## src/rtl/gcs_pkg.sv

```systemverilog
// Shared constants for the grayscale contrast stretch block.
// Register indexes, sideband bit positions and default sizes; no dependencies.
`default_nettype none

package gcs_pkg;

  localparam int PIXEL_BITS_DEF = 8;
  localparam int QUEUE_DEPTH    = 4;

  localparam int CFG_INDEX_BITS = 2;
  localparam logic [CFG_INDEX_BITS-1:0] REG_NEW_MIN  = 2'd0;
  localparam logic [CFG_INDEX_BITS-1:0] REG_NEW_MAX  = 2'd1;
  localparam logic [CFG_INDEX_BITS-1:0] REG_MAX_CODE = 2'd2;

  localparam int S_TUSER_BITS      = 2;
  localparam int TUSER_REQ_TYPE    = 0;
  localparam int TUSER_FRAME_START = 1;

  localparam logic REQ_MEASURE = 1'b0;
  localparam logic REQ_SCALE   = 1'b1;

endpackage

`default_nettype wire

```

## src/rtl/grayscale_contrast_stretch.sv

```systemverilog
// Min/max contrast stretch of grey pixels; top level.
// Measure words: taken one per cycle while the queue has room, no result.
// Scale words: multiplied, then divided by the bit-serial divider (skipped when flat);
// the back end takes the next queued scale word only once the last result is registered.
// Reset (synchronous, active high) restores registers, range and empties queue.
// Depends on gcs_pkg, gcs_regs, gcs_front, gcs_queue, gcs_back.
`default_nettype none

module grayscale_contrast_stretch #(
  parameter int PIXEL_BITS = gcs_pkg::PIXEL_BITS_DEF
) (
  input  logic                               clk,
  input  logic                               rst,
  input  logic                               s_tvalid,
  output logic                               s_tready,
  // pixel
  input  logic [((PIXEL_BITS+7)/8)*8-1:0]    s_tdata,
  // req_type, frame_start
  input  logic [gcs_pkg::S_TUSER_BITS-1:0]   s_tuser,
  output logic                               m_tvalid,
  input  logic                               m_tready,
  // scaled_pixel
  output logic [((PIXEL_BITS+7)/8)*8-1:0]    m_tdata,
  // flat_range
  output logic                               m_tuser,
  input  logic                               cfg_valid,
  output logic                               cfg_ready,
  input  logic [gcs_pkg::CFG_INDEX_BITS-1:0] cfg_index,
  input  logic [PIXEL_BITS-1:0]              cfg_data
);
  import gcs_pkg::*;

  localparam int DATA_W  = ((PIXEL_BITS + 7) / 8) * 8;
  localparam int ENTRY_W = 3 * PIXEL_BITS + 1;

  logic [PIXEL_BITS-1:0] new_min;
  logic [PIXEL_BITS-1:0] new_max;
  logic [PIXEL_BITS-1:0] max_code;
  logic                  push;
  logic [ENTRY_W-1:0]    push_data;
  logic                  queue_full;
  logic                  pop;
  logic                  not_empty;
  logic [ENTRY_W-1:0]    head;

  gcs_regs #(.PIXEL_BITS(PIXEL_BITS)) u_regs (
    .clk       (clk),
    .rst       (rst),
    .cfg_valid (cfg_valid),
    .cfg_ready (cfg_ready),
    .cfg_index (cfg_index),
    .cfg_data  (cfg_data),
    .new_min   (new_min),
    .new_max   (new_max),
    .max_code  (max_code)
  );

  gcs_front #(.PIXEL_BITS(PIXEL_BITS), .DATA_W(DATA_W)) u_front (
    .clk        (clk),
    .rst        (rst),
    .s_tvalid   (s_tvalid),
    .s_tready   (s_tready),
    .s_tdata    (s_tdata),
    .s_tuser    (s_tuser),
    .max_code   (max_code),
    .push       (push),
    .push_data  (push_data),
    .queue_full (queue_full)
  );

  gcs_queue #(.WIDTH(ENTRY_W), .DEPTH(QUEUE_DEPTH)) u_queue (
    .clk       (clk),
    .rst       (rst),
    .push      (push),
    .push_data (push_data),
    .full      (queue_full),
    .pop       (pop),
    .not_empty (not_empty),
    .head      (head)
  );

  gcs_back #(.PIXEL_BITS(PIXEL_BITS), .DATA_W(DATA_W)) u_back (
    .clk         (clk),
    .rst         (rst),
    .entry_valid (not_empty),
    .pop         (pop),
    .entry       (head),
    .new_min     (new_min),
    .new_max     (new_max),
    .m_tvalid    (m_tvalid),
    .m_tready    (m_tready),
    .m_tdata     (m_tdata),
    .m_tuser     (m_tuser)
  );

endmodule

`default_nettype wire

```

## src/rtl/gcs_regs.sv

```systemverilog
// Configuration registers: new_min, new_max and max_code.
// Depends on gcs_pkg for register indexes.
`default_nettype none

module gcs_regs #(
  parameter int PIXEL_BITS = gcs_pkg::PIXEL_BITS_DEF
) (
  input  logic                              clk,
  input  logic                              rst,
  input  logic                              cfg_valid,
  output logic                              cfg_ready,
  input  logic [gcs_pkg::CFG_INDEX_BITS-1:0] cfg_index,
  input  logic [PIXEL_BITS-1:0]             cfg_data,
  output logic [PIXEL_BITS-1:0]             new_min,
  output logic [PIXEL_BITS-1:0]             new_max,
  output logic [PIXEL_BITS-1:0]             max_code
);
  import gcs_pkg::*;

  localparam logic [PIXEL_BITS-1:0] RESET_HI = PIXEL_BITS'(8'hFF);

  assign cfg_ready = 1'b1;

  always_ff @(posedge clk) begin
    if (rst) begin
      new_min  <= '0;
      new_max  <= RESET_HI;
      max_code <= RESET_HI;
    end else if (cfg_valid && cfg_ready) begin
      case (cfg_index)
        REG_NEW_MIN:  new_min  <= cfg_data;
        REG_NEW_MAX:  new_max  <= cfg_data;
        REG_MAX_CODE: max_code <= cfg_data;
        default: ;
      endcase
    end
  end

endmodule

`default_nettype wire

```

## src/rtl/gcs_front.sv

```systemverilog
// Front end: accepts input words, folds measure pixels into running min/max
// and queues scale pixels with a snapshot of the range. Depends on gcs_pkg.
`default_nettype none

module gcs_front #(
  parameter int PIXEL_BITS = gcs_pkg::PIXEL_BITS_DEF,
  parameter int DATA_W     = 8
) (
  input  logic                               clk,
  input  logic                               rst,
  input  logic                               s_tvalid,
  output logic                               s_tready,
  input  logic [DATA_W-1:0]                  s_tdata,
  input  logic [gcs_pkg::S_TUSER_BITS-1:0]   s_tuser,
  input  logic [PIXEL_BITS-1:0]              max_code,
  output logic                               push,
  output logic [3*PIXEL_BITS:0]              push_data,
  input  logic                               queue_full
);
  import gcs_pkg::*;

  localparam logic [PIXEL_BITS-1:0] RESET_HI = PIXEL_BITS'(8'hFF);

  logic [PIXEL_BITS-1:0] running_min;
  logic [PIXEL_BITS-1:0] running_max;
  logic [PIXEL_BITS-1:0] min_base;
  logic [PIXEL_BITS-1:0] max_base;
  logic [PIXEL_BITS-1:0] pixel;
  logic                  accept;
  logic                  flat;

  assign s_tready = !queue_full;
  assign accept   = s_tvalid && s_tready;
  assign pixel    = s_tdata[PIXEL_BITS-1:0];
  assign flat     = running_max <= running_min;

  assign push      = accept && (s_tuser[TUSER_REQ_TYPE] == REQ_SCALE);
  assign push_data = {flat, running_max, running_min, pixel};

  always_comb begin
    min_base = running_min;
    max_base = running_max;
    if (s_tuser[TUSER_FRAME_START]) begin
      min_base = max_code;
      max_base = '0;
    end
  end

  always_ff @(posedge clk) begin
    if (rst) begin
      running_min <= RESET_HI;
      running_max <= '0;
    end else if (accept && (s_tuser[TUSER_REQ_TYPE] == REQ_MEASURE)) begin
      running_min <= (pixel < min_base) ? pixel : min_base;
      running_max <= (pixel > max_base) ? pixel : max_base;
    end
  end

endmodule

`default_nettype wire

```

## src/rtl/gcs_queue.sv

```systemverilog
// Short FIFO between front and back ends.
// Takes its default depth from gcs_pkg; depth must be a power of two.
`default_nettype none

module gcs_queue #(
  parameter int WIDTH = 25,
  parameter int DEPTH = gcs_pkg::QUEUE_DEPTH
) (
  input  logic             clk,
  input  logic             rst,
  input  logic             push,
  input  logic [WIDTH-1:0] push_data,
  output logic             full,
  input  logic             pop,
  output logic             not_empty,
  output logic [WIDTH-1:0] head
);
  import gcs_pkg::*;

  localparam int PTR_W = (DEPTH > 1) ? $clog2(DEPTH) : 1;
  localparam int CNT_W = $clog2(DEPTH + 1);

  logic [WIDTH-1:0] entries [DEPTH];
  logic [PTR_W-1:0] wr_ptr;
  logic [PTR_W-1:0] rd_ptr;
  logic [CNT_W-1:0] count;

  assign full      = count == CNT_W'(DEPTH);
  assign not_empty = count != '0;
  assign head      = entries[rd_ptr];

  always_ff @(posedge clk) begin
    if (push) begin
      entries[wr_ptr] <= push_data;
    end
  end

  always_ff @(posedge clk) begin
    if (rst) begin
      wr_ptr <= '0;
      rd_ptr <= '0;
      count  <= '0;
    end else begin
      if (push) begin
        wr_ptr <= wr_ptr + PTR_W'(1);
      end
      if (pop) begin
        rd_ptr <= rd_ptr + PTR_W'(1);
      end
      case ({push, pop})
        2'b10:   count <= count + CNT_W'(1);
        2'b01:   count <= count - CNT_W'(1);
        default: ;
      endcase
    end
  end

endmodule

`default_nettype wire

```

## src/rtl/gcs_back.sv

```systemverilog
// Back end: multiply, bit-serial restoring divide and output register.
// Depends on gcs_pkg; takes entries from gcs_queue.
`default_nettype none

module gcs_back #(
  parameter int PIXEL_BITS = gcs_pkg::PIXEL_BITS_DEF,
  parameter int DATA_W     = 8
) (
  input  logic                  clk,
  input  logic                  rst,
  input  logic                  entry_valid,
  output logic                  pop,
  input  logic [3*PIXEL_BITS:0] entry,
  input  logic [PIXEL_BITS-1:0] new_min,
  input  logic [PIXEL_BITS-1:0] new_max,
  output logic                  m_tvalid,
  input  logic                  m_tready,
  output logic [DATA_W-1:0]     m_tdata,
  output logic                  m_tuser
);
  import gcs_pkg::*;

  localparam int PB    = PIXEL_BITS;
  localparam int NUM_W = 2 * PB + 2;
  localparam int MAG_W = 2 * PB + 1;
  localparam int CNT_W = $clog2(MAG_W + 1);

  typedef enum logic [2:0] {
    ST_IDLE,
    ST_MUL,
    ST_ABS,
    ST_DIV,
    ST_FIN
  } state_t;

  state_t                 state;
  logic [PB-1:0]          e_pixel;
  logic [PB-1:0]          e_min;
  logic [PB-1:0]          divisor;
  logic                   flat;
  logic signed [NUM_W-1:0] prod;
  logic                   neg;
  logic [MAG_W-1:0]       mag;
  logic [PB:0]            rem;
  logic [PB-1:0]          quot;
  logic [CNT_W-1:0]       cnt;
  logic [PB-1:0]          out_pix;

  logic signed [PB:0]     diff;
  logic signed [PB:0]     span_out;
  logic signed [NUM_W-1:0] num;
  logic [NUM_W-1:0]       num_abs;
  logic [PB:0]            rem_sh;
  logic                   ge;
  logic [PB:0]            quot_sh;
  logic [PB-1:0]          quot_signed;
  logic                   out_free;

  assign pop      = (state == ST_IDLE) && entry_valid;
  assign out_free = !m_tvalid || m_tready;
  assign m_tdata  = DATA_W'(out_pix);

  always_comb begin
    diff        = $signed({1'b0, e_pixel}) - $signed({1'b0, e_min});
    span_out    = $signed({1'b0, new_max}) - $signed({1'b0, new_min});
    num         = prod + $signed({{(PB + 2){1'b0}}, divisor >> 1});
    num_abs     = num[NUM_W-1] ? -num : num;
    rem_sh      = {rem[PB-1:0], mag[MAG_W-1]};
    ge          = rem_sh >= {1'b0, divisor};
    quot_sh     = {quot, ge};
    quot_signed = neg ? -quot : quot;
  end

  always_ff @(posedge clk) begin
    if (rst) begin
      state    <= ST_IDLE;
      m_tvalid <= 1'b0;
    end else begin
      if (state == ST_FIN && out_free) begin
        m_tvalid <= 1'b1;
      end else if (m_tvalid && m_tready) begin
        m_tvalid <= 1'b0;
      end
      case (state)
        ST_IDLE: begin
          if (entry_valid) begin
            e_pixel <= entry[PB-1:0];
            e_min   <= entry[2*PB-1:PB];
            divisor <= entry[3*PB-1:2*PB] - entry[2*PB-1:PB];
            flat    <= entry[3*PB];
            state   <= entry[3*PB] ? ST_FIN : ST_MUL;
          end
        end
        ST_MUL: begin
          prod  <= diff * span_out;
          state <= ST_ABS;
        end
        ST_ABS: begin
          neg   <= num[NUM_W-1];
          mag   <= num_abs[MAG_W-1:0];
          rem   <= '0;
          quot  <= '0;
          cnt   <= '0;
          state <= ST_DIV;
        end
        ST_DIV: begin
          rem   <= ge ? (rem_sh - {1'b0, divisor}) : rem_sh;
          mag   <= mag << 1;
          quot  <= quot_sh[PB-1:0];
          cnt   <= cnt + CNT_W'(1);
          if (cnt == CNT_W'(MAG_W - 1)) begin
            state <= ST_FIN;
          end
        end
        ST_FIN: begin
          if (out_free) begin
            out_pix  <= flat ? new_min : quot_signed + new_min;
            m_tuser  <= flat;
            state    <= ST_IDLE;
          end
        end
        default: state <= ST_IDLE;
      endcase
    end
  end

endmodule

`default_nettype wire

```

## config.mk

```make
export PLATFORM = sky130hd
export DESIGN_NAME = grayscale_contrast_stretch
export DESIGN_NICKNAME = d
export VERILOG_FILES = /design/src/rtl/gcs_pkg.sv /design/src/rtl/grayscale_contrast_stretch.sv /design/src/rtl/gcs_regs.sv /design/src/rtl/gcs_front.sv /design/src/rtl/gcs_queue.sv /design/src/rtl/gcs_back.sv
export SDC_FILE = /design/constraint.sdc
export NUM_CORES = 1
export LEC_CHECK = 0
export ABC_AREA = 1
export ABC_CLOCK_PERIOD_IN_PS = 6700
export BUFFER_PORTS_ARGS = -buffer_cell sky130_fd_sc_hd__buf_2
export CAP_MARGIN = 20
export CORE_MARGIN = 2
export CORE_UTILIZATION = 58
export CTS_CLUSTER_DIAMETER = 30
export DETAILED_ROUTE_END_ITERATION = 10
export HOLD_SLACK_MARGIN = 0.03
export PLACE_DENSITY = 0.82
export RECOVER_POWER = 50
export SYNTH_ARGS = -nofsm -noshare
export SYNTH_HDL_FRONTEND = slang
export SYNTH_HIERARCHICAL = 1
export SYNTH_SLANG_ARGS = --single-unit
```

## constraint.sdc

```tcl
create_clock -name clk -period 6.7 [get_ports clk]
set_clock_uncertainty 0.15 [all_clocks]
set_input_delay 0.67 -clock clk [delete_from_list [all_inputs] [get_ports clk]]
set_output_delay 0.67 -clock clk [all_outputs]
set_load 0.05 [all_outputs]
```

; ---- Word level (Yosys, flattened, before mapping)
; Memory sizes are Yosys's and may differ from the RTL's. A register that Yosys moved wholly into a read port is not among the register bits.
; Index checks and enable logic that the tools add are counted.
; Widths: inputs -> output; s select.
[word_totals]
ff_bits = 142
latch_bits = 0
mem_bits_rw = 100
rom_bits = 0
inputBits = 25
out_inout_bits = 12
wordCells = 104
memories = 1
[classes]
addsub = 13
mul = 1
div = 0
order_cmp = 4
n_eq_ne = 13
shift = 0
muxes = 24
n_bitwise = 2
reduce_logical = 24
[mem_list]
columns = memory, words, word_bits, rd, rd_clocked_by_memory_dff, write_ports, line
row1 = u_queue.entries, 4, 25, 1, 1, 1, gcs_queue.sv:23  ; logic [WIDTH-1:0] entries [DEPTH];
[ops]
columns = operator, count
row1 = $mux 8, 7
row2 = $pmux 17 s2, 1
row3 = $pmux 8 s2, 2
row4 = $add 18x8->18, 1
row5 = $mul 9x9->18, 1
row6 = $sub 8x8->9, 2
row7 = $mux 17, 1
row8 = $neg 17->17, 1
row9 = $sub 8x8->8, 2
row10 = $pmux 3 s5, 1
row11 = $mux 3, 4
row12 = $reduce_and 2->1, 6
row13 = $pmux 5 s2, 1
row14 = $ge 9x8->1, 1
row15 = $reduce_and 3->1, 3
row16 = $add 8x8->8, 1
row17 = $gt 8x8->1, 1
row18 = $le 8x8->1, 1
row19 = $lt 8x8->1, 1
row20 = $neg 8->8, 1
row21 = $eq 3x2->1 const B, 2
row22 = $eq 3x3->1 const B, 2
row23 = $logic_and 1x1->1, 6
row24 = $ne 2x1->1 const B, 3
row25 = 18 further kinds, 29

; ---- Longest topological paths before layout
; Gate-level depths: netlist of run 1.
[logic_depth]
depth_word = 6
ltp_mapped = 34
mapped_depth_nobuf = 34

; ---- Modules after synthesis
; The synthesis of run 1 kept the hierarchy.
[modules_own_cells]
columns = mod, instances, cells_per_inst, area_per_inst_um2, seq_area_each_um2
row1 = gcs_back, 1, 1115, 9315.2, 2812.7
row2 = gcs_queue, 1, 300, 4257.8, 3183.1
row3 = gcs_front, 1, 252, 1634.1, 320.3
row4 = gcs_regs, 1, 129, 1049.8, 480.5

; ---- Least setup slack after synthesis of run 1
; OpenSTA, ideal clock, no wires.
[synth_path]
path_kind = reg-to-reg
start = reg u_back.e_pixel[0]
end = reg u_back.prod[17] (data pin)
setup_ns = 0.260
arrival_ns = 5.978
t_required_ns = 6.290
slack_ns = 0.312
path_stages_with_launch = 32
path_buffers = 0
synth_period_minus_slack_ns = 6.388
path_cell_list = edfxtp_1 -> inv_1 -> ha_1 -> inv_1 -> fa_1 -> nand3_1 -> nand2_1 -> a21oi_1 -> o21ai_0 -> nand2_1 -> nand2_1 -> a21oi_1 -> inv_1 -> nor2_1 -> inv_1 -> fa_1 -> inv_1 -> fa_1 -> fa_1 -> fa_1 -> inv_1 -> fa_1 -> inv_1 -> ha_1 -> nand2_1 -> o21ai_0 -> a21oi_1 -> o21ai_0 -> nand2_1 -> nand2_1 -> a21oi_1 -> xnor2_1
[synth_between]
elab_chain_len = 2
[synth_lines]
columns = item, line
row1 = start: declaration, gcs_back.sv:37  ; logic [PB-1:0] e_pixel;
row2 = start signal: assignment, gcs_back.sv:87  ; e_pixel <= entry[PB-1:0];
row3 = $sub 8x8->9, gcs_back.sv:64  ; diff = $signed({1'b0, e_pixel}) - $signed({1'b0, e_min});
row4 = $mul 9x9->18, gcs_back.sv:95  ; prod <= diff * span_out;
row5 = end signal: assignment, gcs_back.sv:95
row6 = end: declaration, gcs_back.sv:41  ; logic signed [NUM_W-1:0] prod;
; Every way passes these cells.
; A chain may end at the register's enable or synchronous reset.

; ---- Worst setup path in the final report of run 1
[layout_path]
start = reg u_back.e_pixel[0]
end = reg u_back.prod[16] (data pin)
; The elaborated chain is that of the path after synthesis.

==> out/qor.txt, run 1 <==
Crit path top cell by count: nand2_1
Setup crit end kind: flip-flop
Setup Crit Path Kind: reg -> reg
Fmax: 154 MHz
R2R setup slack: 0.20 ns
Maxcap violations: 1
Number of global-route vias before repair: 12,500
Mapped Nets: 2,014
Maximum fanout along the worst path: 6
Fill cell count: 2,101
Reg2reg end: u_back/prod[16]
Drt drc: 0
Setup TNS: 0 ns
GRT overflow: 0
Port Buffers: 35
Final slew viol count: 39
Cts bufs inserted: 46
Slew @ Worst Pin: 2.32 ns
Post-synthesis sequential area ratio: 41.8%
N_diodes: 0
Reg2Reg Launch Point: u_back/e_pixel[0]
Clock Path Buffers: 3
Initial core utilization: 58.7%
Die W: 171 um
Synth Warn #: 6
Clk pin slew, worst setup/hold paths: 0.05 ns
Cells after DPL: 2,181
Final hold slack: 0.277 ns
Initial DRC Count: 782
Arrival @ worst endpoint: 6.61 ns
ANT nets after route: 0
Mapped Cells: 1,796
CP Capture Point: u_back/prod[16]
H-Tree Depth: 2
Total Routing Usage GR: 24.8%
Detailed Place HPWL: 25.0 mm
Final Hold Vio Count: 0
Worst Setup SP: u_back/e_pixel[0]
Mapped cell area: 16,300 um2
Clock tree from TritonCTS: done
Routed wirelength normalized by instance count: 16.0 um
Endpoints failing setup: 0
Post-Layout Cell Count: 2,266
Synthesized flop and latch total: 244
First-pass GRT wire length: 58.1 mm
Initial antenna violation count: 0
Slew Limit Headroom: -54.5%
Layout cells sized above 1: 11.5%
Startpoint Class: flip-flop
Core Region: 27,700 um2
Clk Latency, worst-skew pair: 0.56 ns
Slowest CP cell: fa_1
Failing checks: capacitance limit, slew limit
Die area: 29,400 um2
R2R depth: 30
Library cells used by synthesis: 53
Tmin final: 6.50 ns
EDFF count, synth: 191
Top Ports: 37
Area growth syn-to-layout: 13.1%
Total wire length: 36.3 mm
Synthesized area per cell: 9.05 um2
Row count: 61
RD Place Congestion: 0.973
Clock tree root driver cell: clkbuf_16
Slowest cell delay on critical path: 0.54 ns
DR vias: 12,500
Period Utilization, post-route: 97.0%
Die H: 171 um
Clock sink count: 244
Drt pass-1 iters: 7
Most used flip-flop cell after synthesis: edfxtp_1
Hold Crit Class: in -> reg
Async set or reset register ratio after synthesis: 0%
Mean number of vias per cell: 5.50
Layout net count: 2,071
Largest net degree at the start of global routing: 52
Status: complete, but fails checks
Required @ worst endpoint: 6.81 ns
[state kept, by name (all words and copies together), names as in the netlist, 2 cells and up, named ones only]
name,cells
u_regs/new_min,8
u_queue/entries,100
u_queue/rd_ptr,2
u_front/running_min,8
u_back/quot,8
u_front/running_max,8
u_queue/count,3
u_back/m_tdata,8
u_back/e_pixel,8
u_back/e_min,8
u_regs/new_max,8
u_back/mag,17
u_back/prod,18
u_back/cnt,5
u_regs/max_code,8
u_back/divisor,8
u_back/rem,8
u_back/state,3
u_queue/wr_ptr,2
[layout make-up]
cell class              instances  area, um2  area share [%]
clock buffers                  52       1180            6.44
clock inverters                31        404            2.20
inverters                     315       1200            6.53
multi-input cells            1187       7990            43.4
flip-flops and latches        244       6800            37.0
well taps                     378        473            2.57
repair buffers                 59        338            1.84
[cell usage after synthesis (9+ instances only)]
library cell,number,area share (%)
nand2_1,320,7.4
inv_1,302,7.0
edfxtp_1,191,35
nor2_1,176,4.1
ha_1,116,8.9
nand3_1,114,3.5
a21oi_1,88,2.7
fa_1,77,9.5
o21ai_0,65,2.0
dfxtp_1,53,6.5
xor2_1,30,1.6
o21ai_1,27,0.83
o22ai_1,24,0.92
nand4_1,23,0.89
o21ai_2,22,1.2
xnor2_1,20,1.1
buf_4,18,0.83
nand2_2,17,0.65
buf_6,13,0.90
nor3_1,10,0.31
or2_2,10,0.38
buf_2,9,0.28
clkbuf_1,9,0.21
[worst max-delay path, delay by kind of cell (launching register included)]
kind / cells / cell delay, ns
XOR/XNOR: 1 / 0.13
AND/OR/NAND/NOR: 8 / 0.76
adder cells (fa/ha/maj): 8 / 3.31
AO/OA/AOI/OAI: 7 / 0.95
buffers and inverters: 6 / 0.53
flip-flops: 1 / 0.35
[logic make-up after synthesis]
kind of cell / Yosys count / share of synthesized area (%)
simple gates: 698 / 18.8
buf+inv: 365 / 9.62
other cells: 1 / 0.0231
xor+xnor: 50 / 2.69
fa+ha+maj: 193 / 18.4
compound gates: 245 / 8.63
flops: 244 / 41.8
[per-layer routing]
metal  GRT usage (%)  part of all wire [%]  vias to the layer above
met5               0                     0                        -
met4            9.76                   3.0                        0
met3            3.45                   5.2                       96
met2            44.7                    51                      436
met1            29.8                    41                     5932
li1                -                     -                     5989
[repair_timing]
action                                  in CTS  in global routing
endpoints found under the setup margin       3                  5
pin swaps                                    0                  3
gates resized for setup                      7                 18
gates cloned                                 0                  0
hold buffers                                 0                  0
buffers inserted                             0                  2
hold endpoints to repair                     0                  0
[how the worst min path moves through the flow]
stage,from,end,slack [ns],cells past startpoint
final,cfg_data[7],u_regs/max_code[7],0.28,3
after global routing,cfg_data[4],u_regs/new_max[4],0.28,3
after CTS,s_tdata[0],u_queue/entries[0][0],0.21,1
after detailed placement,u_regs/max_code[6],u_regs/max_code[6],0.30,2
after global placement,u_queue/rd_ptr[1],flip-flop,0.27,1
after floorplan,u_queue/rd_ptr[1],flip-flop,0.26,1
[stage by stage]
stage	setup WS [ns]	cell area, um2	util (%)
detailed placement	-0.109	16700	60.4
global route	-0.0774	18400	66.3
CTS	0.0234	18300	66.2
finish	0.200	18400	66.3
global placement	0.129	16700	60.3
floorplan	0.312	16300	-
[layout by cell type, fill, tap and decap left out, types with 3 or more instances in the layout]
| cell | count |
|---|---|
| dfxtp_1 | 53 |
| ha_1 | 112 |
| or2_2 | 10 |
| clkinvlp_4 | 5 |
| clkbuf_16 | 46 |
| nor2_2 | 5 |
| buf_2 | 26 |
| o21ai_2 | 25 |
| fa_1 | 75 |
| buf_4 | 18 |
| nand2_1 | 320 |
| nand3b_1 | 6 |
| xor2_1 | 30 |
| nand2_4 | 4 |
| a31oi_1 | 4 |
| clkinv_4 | 6 |
| o21ai_1 | 28 |
| clkbuf_1 | 19 |
| inv_1 | 302 |
| a21oi_1 | 81 |
| inv_6 | 4 |
| nand2_2 | 17 |
| bufinv_16 | 6 |
| o21ai_0 | 61 |
| clkinv_2 | 5 |
| nor2_4 | 4 |
| nand3_1 | 114 |
| clkinv_1 | 5 |
| nand4_1 | 23 |
| o22ai_1 | 24 |
| edfxtp_1 | 191 |
| xnor2_1 | 20 |
| nand3_2 | 3 |
| a21oi_2 | 7 |
| inv_2 | 7 |
| nor2_1 | 173 |
| nor3_1 | 10 |
Power of run 1 is not shown: default switching activity piles up to over one toggle a cycle in this logic, so the estimate is an artifact.
==> run 2: changes to the inputs <==
- CORE_MARGIN: 2 -> 5
==> run 2 against run 1 <==
Effect of this change: the flow still finishes with violations (capacitance limit, slew limit); clock-buffer cell count unchanged; first-iteration DRC count up 17%; highest routed layer unchanged; register-to-register slack better by 0.14 ns; non-clock buffer count up 1; cell area up 1.0%; critical path type unchanged.
==> out/qor.txt, run 2 (synthesis results as in run 1) <==
Crit path top cell by count: inv_1
Slew @ Worst Pin: 2.24 ns
Period Utilization, post-route: 94.9%
GRT overflow: 0
Port Buffers: 35
Die H: 177 um
R2R setup slack: 0.34 ns
Drt pass-1 iters: 6
Initial core utilization: 58.7%
First-pass GRT wire length: 59.7 mm
Max reg flops: 100
RD Place Congestion: 0.937
Status: complete, but fails checks
Mean number of vias per cell: 5.40
Fin area: 18,600 um2
ANT nets after route: 0
Fmax: 157 MHz
Area growth syn-to-layout: 14.3%
Slew Limit Headroom: -49.5%
Biggest register: u_queue/entries
R2R depth: 31
Clock Path Buffers: 3
Drt drc: 0
Startpoint Class: flip-flop
Total Routing Usage GR: 23.3%
Layout net count: 2,074
Endpoints failing setup: 0
Die W: 177 um
Routed wirelength normalized by instance count: 15.8 um
Commonest non-fill, non-tap cells in the layout: 319 x nand2_1, 301 x inv_1, 191 x edfxtp_1
Die area: 31,500 um2
CP bufs+invs: 7
Clock tree from TritonCTS: done
Slowest cell delay on critical path: 0.54 ns
Clock sink count: 244
Maximum fanout along the worst path: 5
Final slew viol count: 39
Final Hold Vio Count: 0
Hold Crit Class: in -> reg
Delay-heaviest family, CP: adder cells
Setup Crit Path Kind: reg -> reg
Clk pin slew, worst setup/hold paths: 0.05 ns
N_diodes: 0
Number of global-route vias before repair: 12,400
Slowest CP cell: fa_1
Reg2Reg Launch Point: u_back/e_pixel[0]
Cts bufs inserted: 48
Required @ worst endpoint: 6.80 ns
Hold path depth: 3
Failing checks: capacitance limit, slew limit
Largest regs: u_queue/entries: 100 flops, u_back/prod: 18 flops, u_back/mag: 17 flops
Clock tree root driver cell: clkbuf_16
DR vias: 12,300
Layout cells sized above 1: 12.3%
Reg2reg end: u_back/prod[16]
Hold_sp: cfg_data[7]
Detailed Place HPWL: 25.8 mm
Initial DRC Count: 915
Total wire length: 36.0 mm
Row count: 61
Arrival @ worst endpoint: 6.46 ns
Hold Path Sink: u_regs/new_max[7]
Top Ports: 37
Initial antenna violation count: 0
Core Region: 27,700 um2
Setup crit end kind: flip-flop
H-Tree Depth: 2
Largest net degree at the start of global routing: 52
Maxcap violations: 1
Clk Latency, worst-skew pair: 0.57 ns
Tmin final: 6.36 ns
Commonest non-fill, non-tap cell in the layout: nand2_1
Placement Cell Area: 16,800 um2
[run 2: cell count changes in the layout (fill, tap and decap cells not counted), sizes merged]
cell,change
clkinv,-2
inv,+6
buf,+2
clkinvlp,+2
bufinv,+1
clkbuf,-1
[run 2: repair_timing]
| action | in CTS | in global routing |
|---|---|---|
| resized for setup | 1 | 25 |
| hold buffers | 0 | 0 |
| setup endpoints to repair | 1 | 5 |
| pin swaps | 0 | 2 |
| setup buffers | 0 | 2 |
[run 2: through the flow]
step / hold WS, ns / util (%) / setup WS (ns) / setup TNS, ns / std cells
global route: 0.276 / 67.0 / -0.0804 / -0.152 / 2274
global placement: 0.271 / 60.3 / 0.200 / 0 / 2178
finish: 0.270 / 67.0 / 0.343 / 0 / 2274
CTS: 0.199 / 66.7 / 0.0322 / 0 / 2271
floorplan: 0.262 / - / 0.312 / 0 / 1796
detailed placement: 0.298 / 60.6 / 0.00999 / 0 / 2181
[run 2: cell type report]
type | count | area [um2]
Clock buffer | 52 | 1220
Clock inverter | 38 | 492
Fill cell | 2098 | 9130
Inverter | 315 | 1200
Multi-Input combinational cell | 1187 | 7980
Sequential cell | 244 | 6800
Tap cell | 378 | 473
Timing Repair Buffer | 60 | 417
[run 2: worst max path at each step]
stage	from	cells after the start	endpoint	slack (ns)
2_1_floorplan	u_back/e_pixel[0]	31	u_back/prod[17]	0.31
3_3_place_gp	u_back/e_pixel[0]	31	u_back/prod[17]	0.20
3_5_place_dp	u_back/e_pixel[0]	31	u_back/prod[17]	0.01
4_1_cts	u_back/e_pixel[0]	31	u_back/prod[17]	0.03
5_1_grt	u_back/e_pixel[0]	30	u_back/prod[16]	-0.08
6_report	u_back/e_pixel[0]	31	u_back/prod[16]	0.34
[run 2: tightest hold or removal path, cell delays in order]
cell and delay, ns:
buf_2 0.11, nand4_1 0.08, nand3_1 0.08
[run 2: per-layer routing]
| metal | part of all wire (%) | vias to the layer above | routed length (um) | GRT usage (%) |
|---|---|---|---|---|
| met2 | 51 | 376 | 18200 | 41.8 |
| met1 | 41 | 5804 | 14700 | 28.3 |
| met3 | 5.0 | 95 | 1800 | 3.41 |
| li1 | - | 6006 | - | - |
| met5 | 0 | - | 0 | 0 |
| met4 | 3.4 | 0 | 1220 | 8.89 |
Power of run 2 is left out for the same reason.
==> run 3: changes to the inputs <==
- ABC_CLOCK_PERIOD_IN_PS: 6700 -> 6650
- CORE_UTILIZATION: 58 -> 64
- PLACE_DENSITY: 0.82 -> 0.85
- RECOVER_POWER: 50 -> 100
- clock period: 6.7 -> 6.65 ns (I/O delays scaled with it)
==> run 3 against run 2 <==
Effect of this change: the flow still finishes with violations (capacitance limit, slew limit); register-to-register slack got worse by 0.20 ns; flip-flop and latch count did not move; utilization up 5.9 points; worst hold slack improved by 0.013 ns; routed wire length grew 8.9%; cell count decreased by 2.3%; non-clock buffer count grew 2; global-route usage grew 3.5 points; die area fell by 8.9%; critical endpoint is now u_back/prod[17]; highest routed layer unchanged.
==> out/qor.txt, run 3 (synthesis results as in run 1) <==
Endpoints failing setup: 0
Final slew viol count: 139
Largest net degree at the start of global routing: 52
Clock Path Buffers: 3
Mean number of vias per cell: 5.77
Post-Layout Cell Count: 2,222
Reg2reg end: u_back/prod[17]
Port Buffers: 35
ANT nets after route: 0
Fmax: 154 MHz
Fill cell count: 1,709
Setup TNS: 0 ns
Detailed Place HPWL: 25.8 mm
DR vias: 12,800
Slew Limit Headroom: -60.0%
Setup Crit Path Kind: reg -> reg
Routed wirelength normalized by instance count: 17.6 um
Startpoint Class: flip-flop
Maxcap violations: 4
Clock tree from TritonCTS: done
N_diodes: 0
Slowest cell delay on critical path: 0.63 ns
Period Utilization, post-route: 97.8%
Delay-heaviest family, CP: adder cells
Layout net count: 2,073
Slowest CP cell: fa_2
Initial core utilization: 64.7%
Max reg flops: 100
Drt pass-1 iters: 6
RSZ-0062 raised after global routing: true
Hold Crit Class: in -> reg
R2R setup slack: 0.14 ns
Largest regs: u_queue/entries: 100 flops, u_back/prod: 18 flops, u_back/mag: 17 flops
Footprint of the multi-input gates: 7950 um2
Commonest non-fill, non-tap cell in the layout: nand2_1
Total wire length: 39.2 mm
Initial DRC Count: 1,167
Final Hold Vio Count: 0
H-Tree Depth: 2
R2R depth: 30
Hold_buf cts: 0
Area growth syn-to-layout: 12.7%
Cells after DPL: 2,132
Setup crit end kind: flip-flop
Clk pin slew, worst setup/hold paths: 0.06 ns
Initial antenna violation count: 0
Slew @ Worst Pin: 2.40 ns
Layout cells sized above 1: 10.3%
Placement Cell Area: 16,700 um2
CP bufs+invs: 6
Cts bufs inserted: 45
Clock sink count: 244
Top Ports: 37
RD Place Congestion: 0.951
Commonest non-fill, non-tap cells in the layout: 323 x nand2_1, 301 x inv_1, 191 x edfxtp_1
Hold path depth: 3
Drt drc: 0
Arrival @ worst endpoint: 6.61 ns
Biggest register: u_queue/entries
Clock tree root driver cell: clkbuf_16
Reg2Reg Launch Point: u_back/e_min[0]
Reg area: 6800 um2
Row count: 58
Required @ worst endpoint: 6.76 ns
Fin area: 18,300 um2
Clk Latency, worst-skew pair: 0.56 ns
Die H: 169 um
Core Region: 25,100 um2
Number of global-route vias before repair: 12,900
Hold Path Sink: u_regs/new_max[0]
Hold_sp: cfg_data[0]
Status: complete, but fails checks
Die area: 28,700 um2
Die W: 169 um
First-pass GRT wire length: 62.1 mm
Maximum fanout along the worst path: 6
Total Routing Usage GR: 26.8%
Crit path top cell by count: nand2_1
GRT overflow: 0
Failing checks: capacitance limit, slew limit
Tmin final: 6.51 ns
run 3: cell count changes in the layout (fill, tap and decap cells not counted), moves of 6 or more:
cell / previous run / this run
clkbuf_1: 17 / 37
clkinv_2: 8 / 1
o21ai_1: 30 / 24
o21ai_0: 60 / 69
buf_2: 26 / 15
clkinv_1: 3 / 10
run 3: routing by layer:
layer  track usage [%]  vias to the layer above  part of all wire, %
met5                 0                        -                    0
met4              11.9                        0                  4.4
met3              4.43                      131                  7.1
met2              48.2                      621                   50
met1              31.6                     6054                   38
li1                  -                     6004                    -
run 3: cell type report:
class	count	area share (%)
Sequential cell	244	37.1
Timing Repair Buffer	62	1.68
Clock buffer	50	6.25
Multi-Input combinational cell	1187	43.4
Clock inverter	34	2.73
Tap cell	330	2.25
Inverter	315	6.55
run 3: timing repair:
item                                   4_1_cts  5_1_grt
endpoints found under the hold margin        0        0
setup endpoints to repair                    2        8
pin swaps                                    0        7
gates cloned                                 0        0
setup buffers                                0        4
gates resized for setup                      4       32
run 3: tightest hold or removal path: stages:
cell,delay [ns]
buf_2,0.10
nand4_1,0.09
nand3_1,0.08
run 3: worst max-delay path by stage:
| stage | start | endpoint | depth (start not counted) | slack [ns] |
|---|---|---|---|---|
| detailed placement | u_back/e_pixel[0] | u_back/prod[17] | 31 | 0.02 |
| global placement | u_back/e_pixel[0] | u_back/prod[17] | 31 | 0.18 |
| CTS | u_back/e_pixel[0] | u_back/prod[16] | 30 | 0.03 |
| global route | u_back/e_pixel[0] | u_back/prod[17] | 31 | -0.16 |
| finish | u_back/e_min[0] | u_back/prod[17] | 30 | 0.14 |
| floorplan | u_back/e_pixel[0] | u_back/prod[17] | 31 | 0.26 |
run 3: stage by stage:
stage / hold slack, ns / setup WS, ns / utilization [%]
finish: 0.283 / 0.144 / 72.9
global route: 0.299 / -0.164 / 72.9
CTS: 0.223 / 0.0253 / 73.1
detailed placement: 0.295 / 0.0227 / 66.5
global placement: 0.275 / 0.179 / 66.3
floorplan: 0.262 / 0.262 / -
Power of run 3 is left out for the same reason.
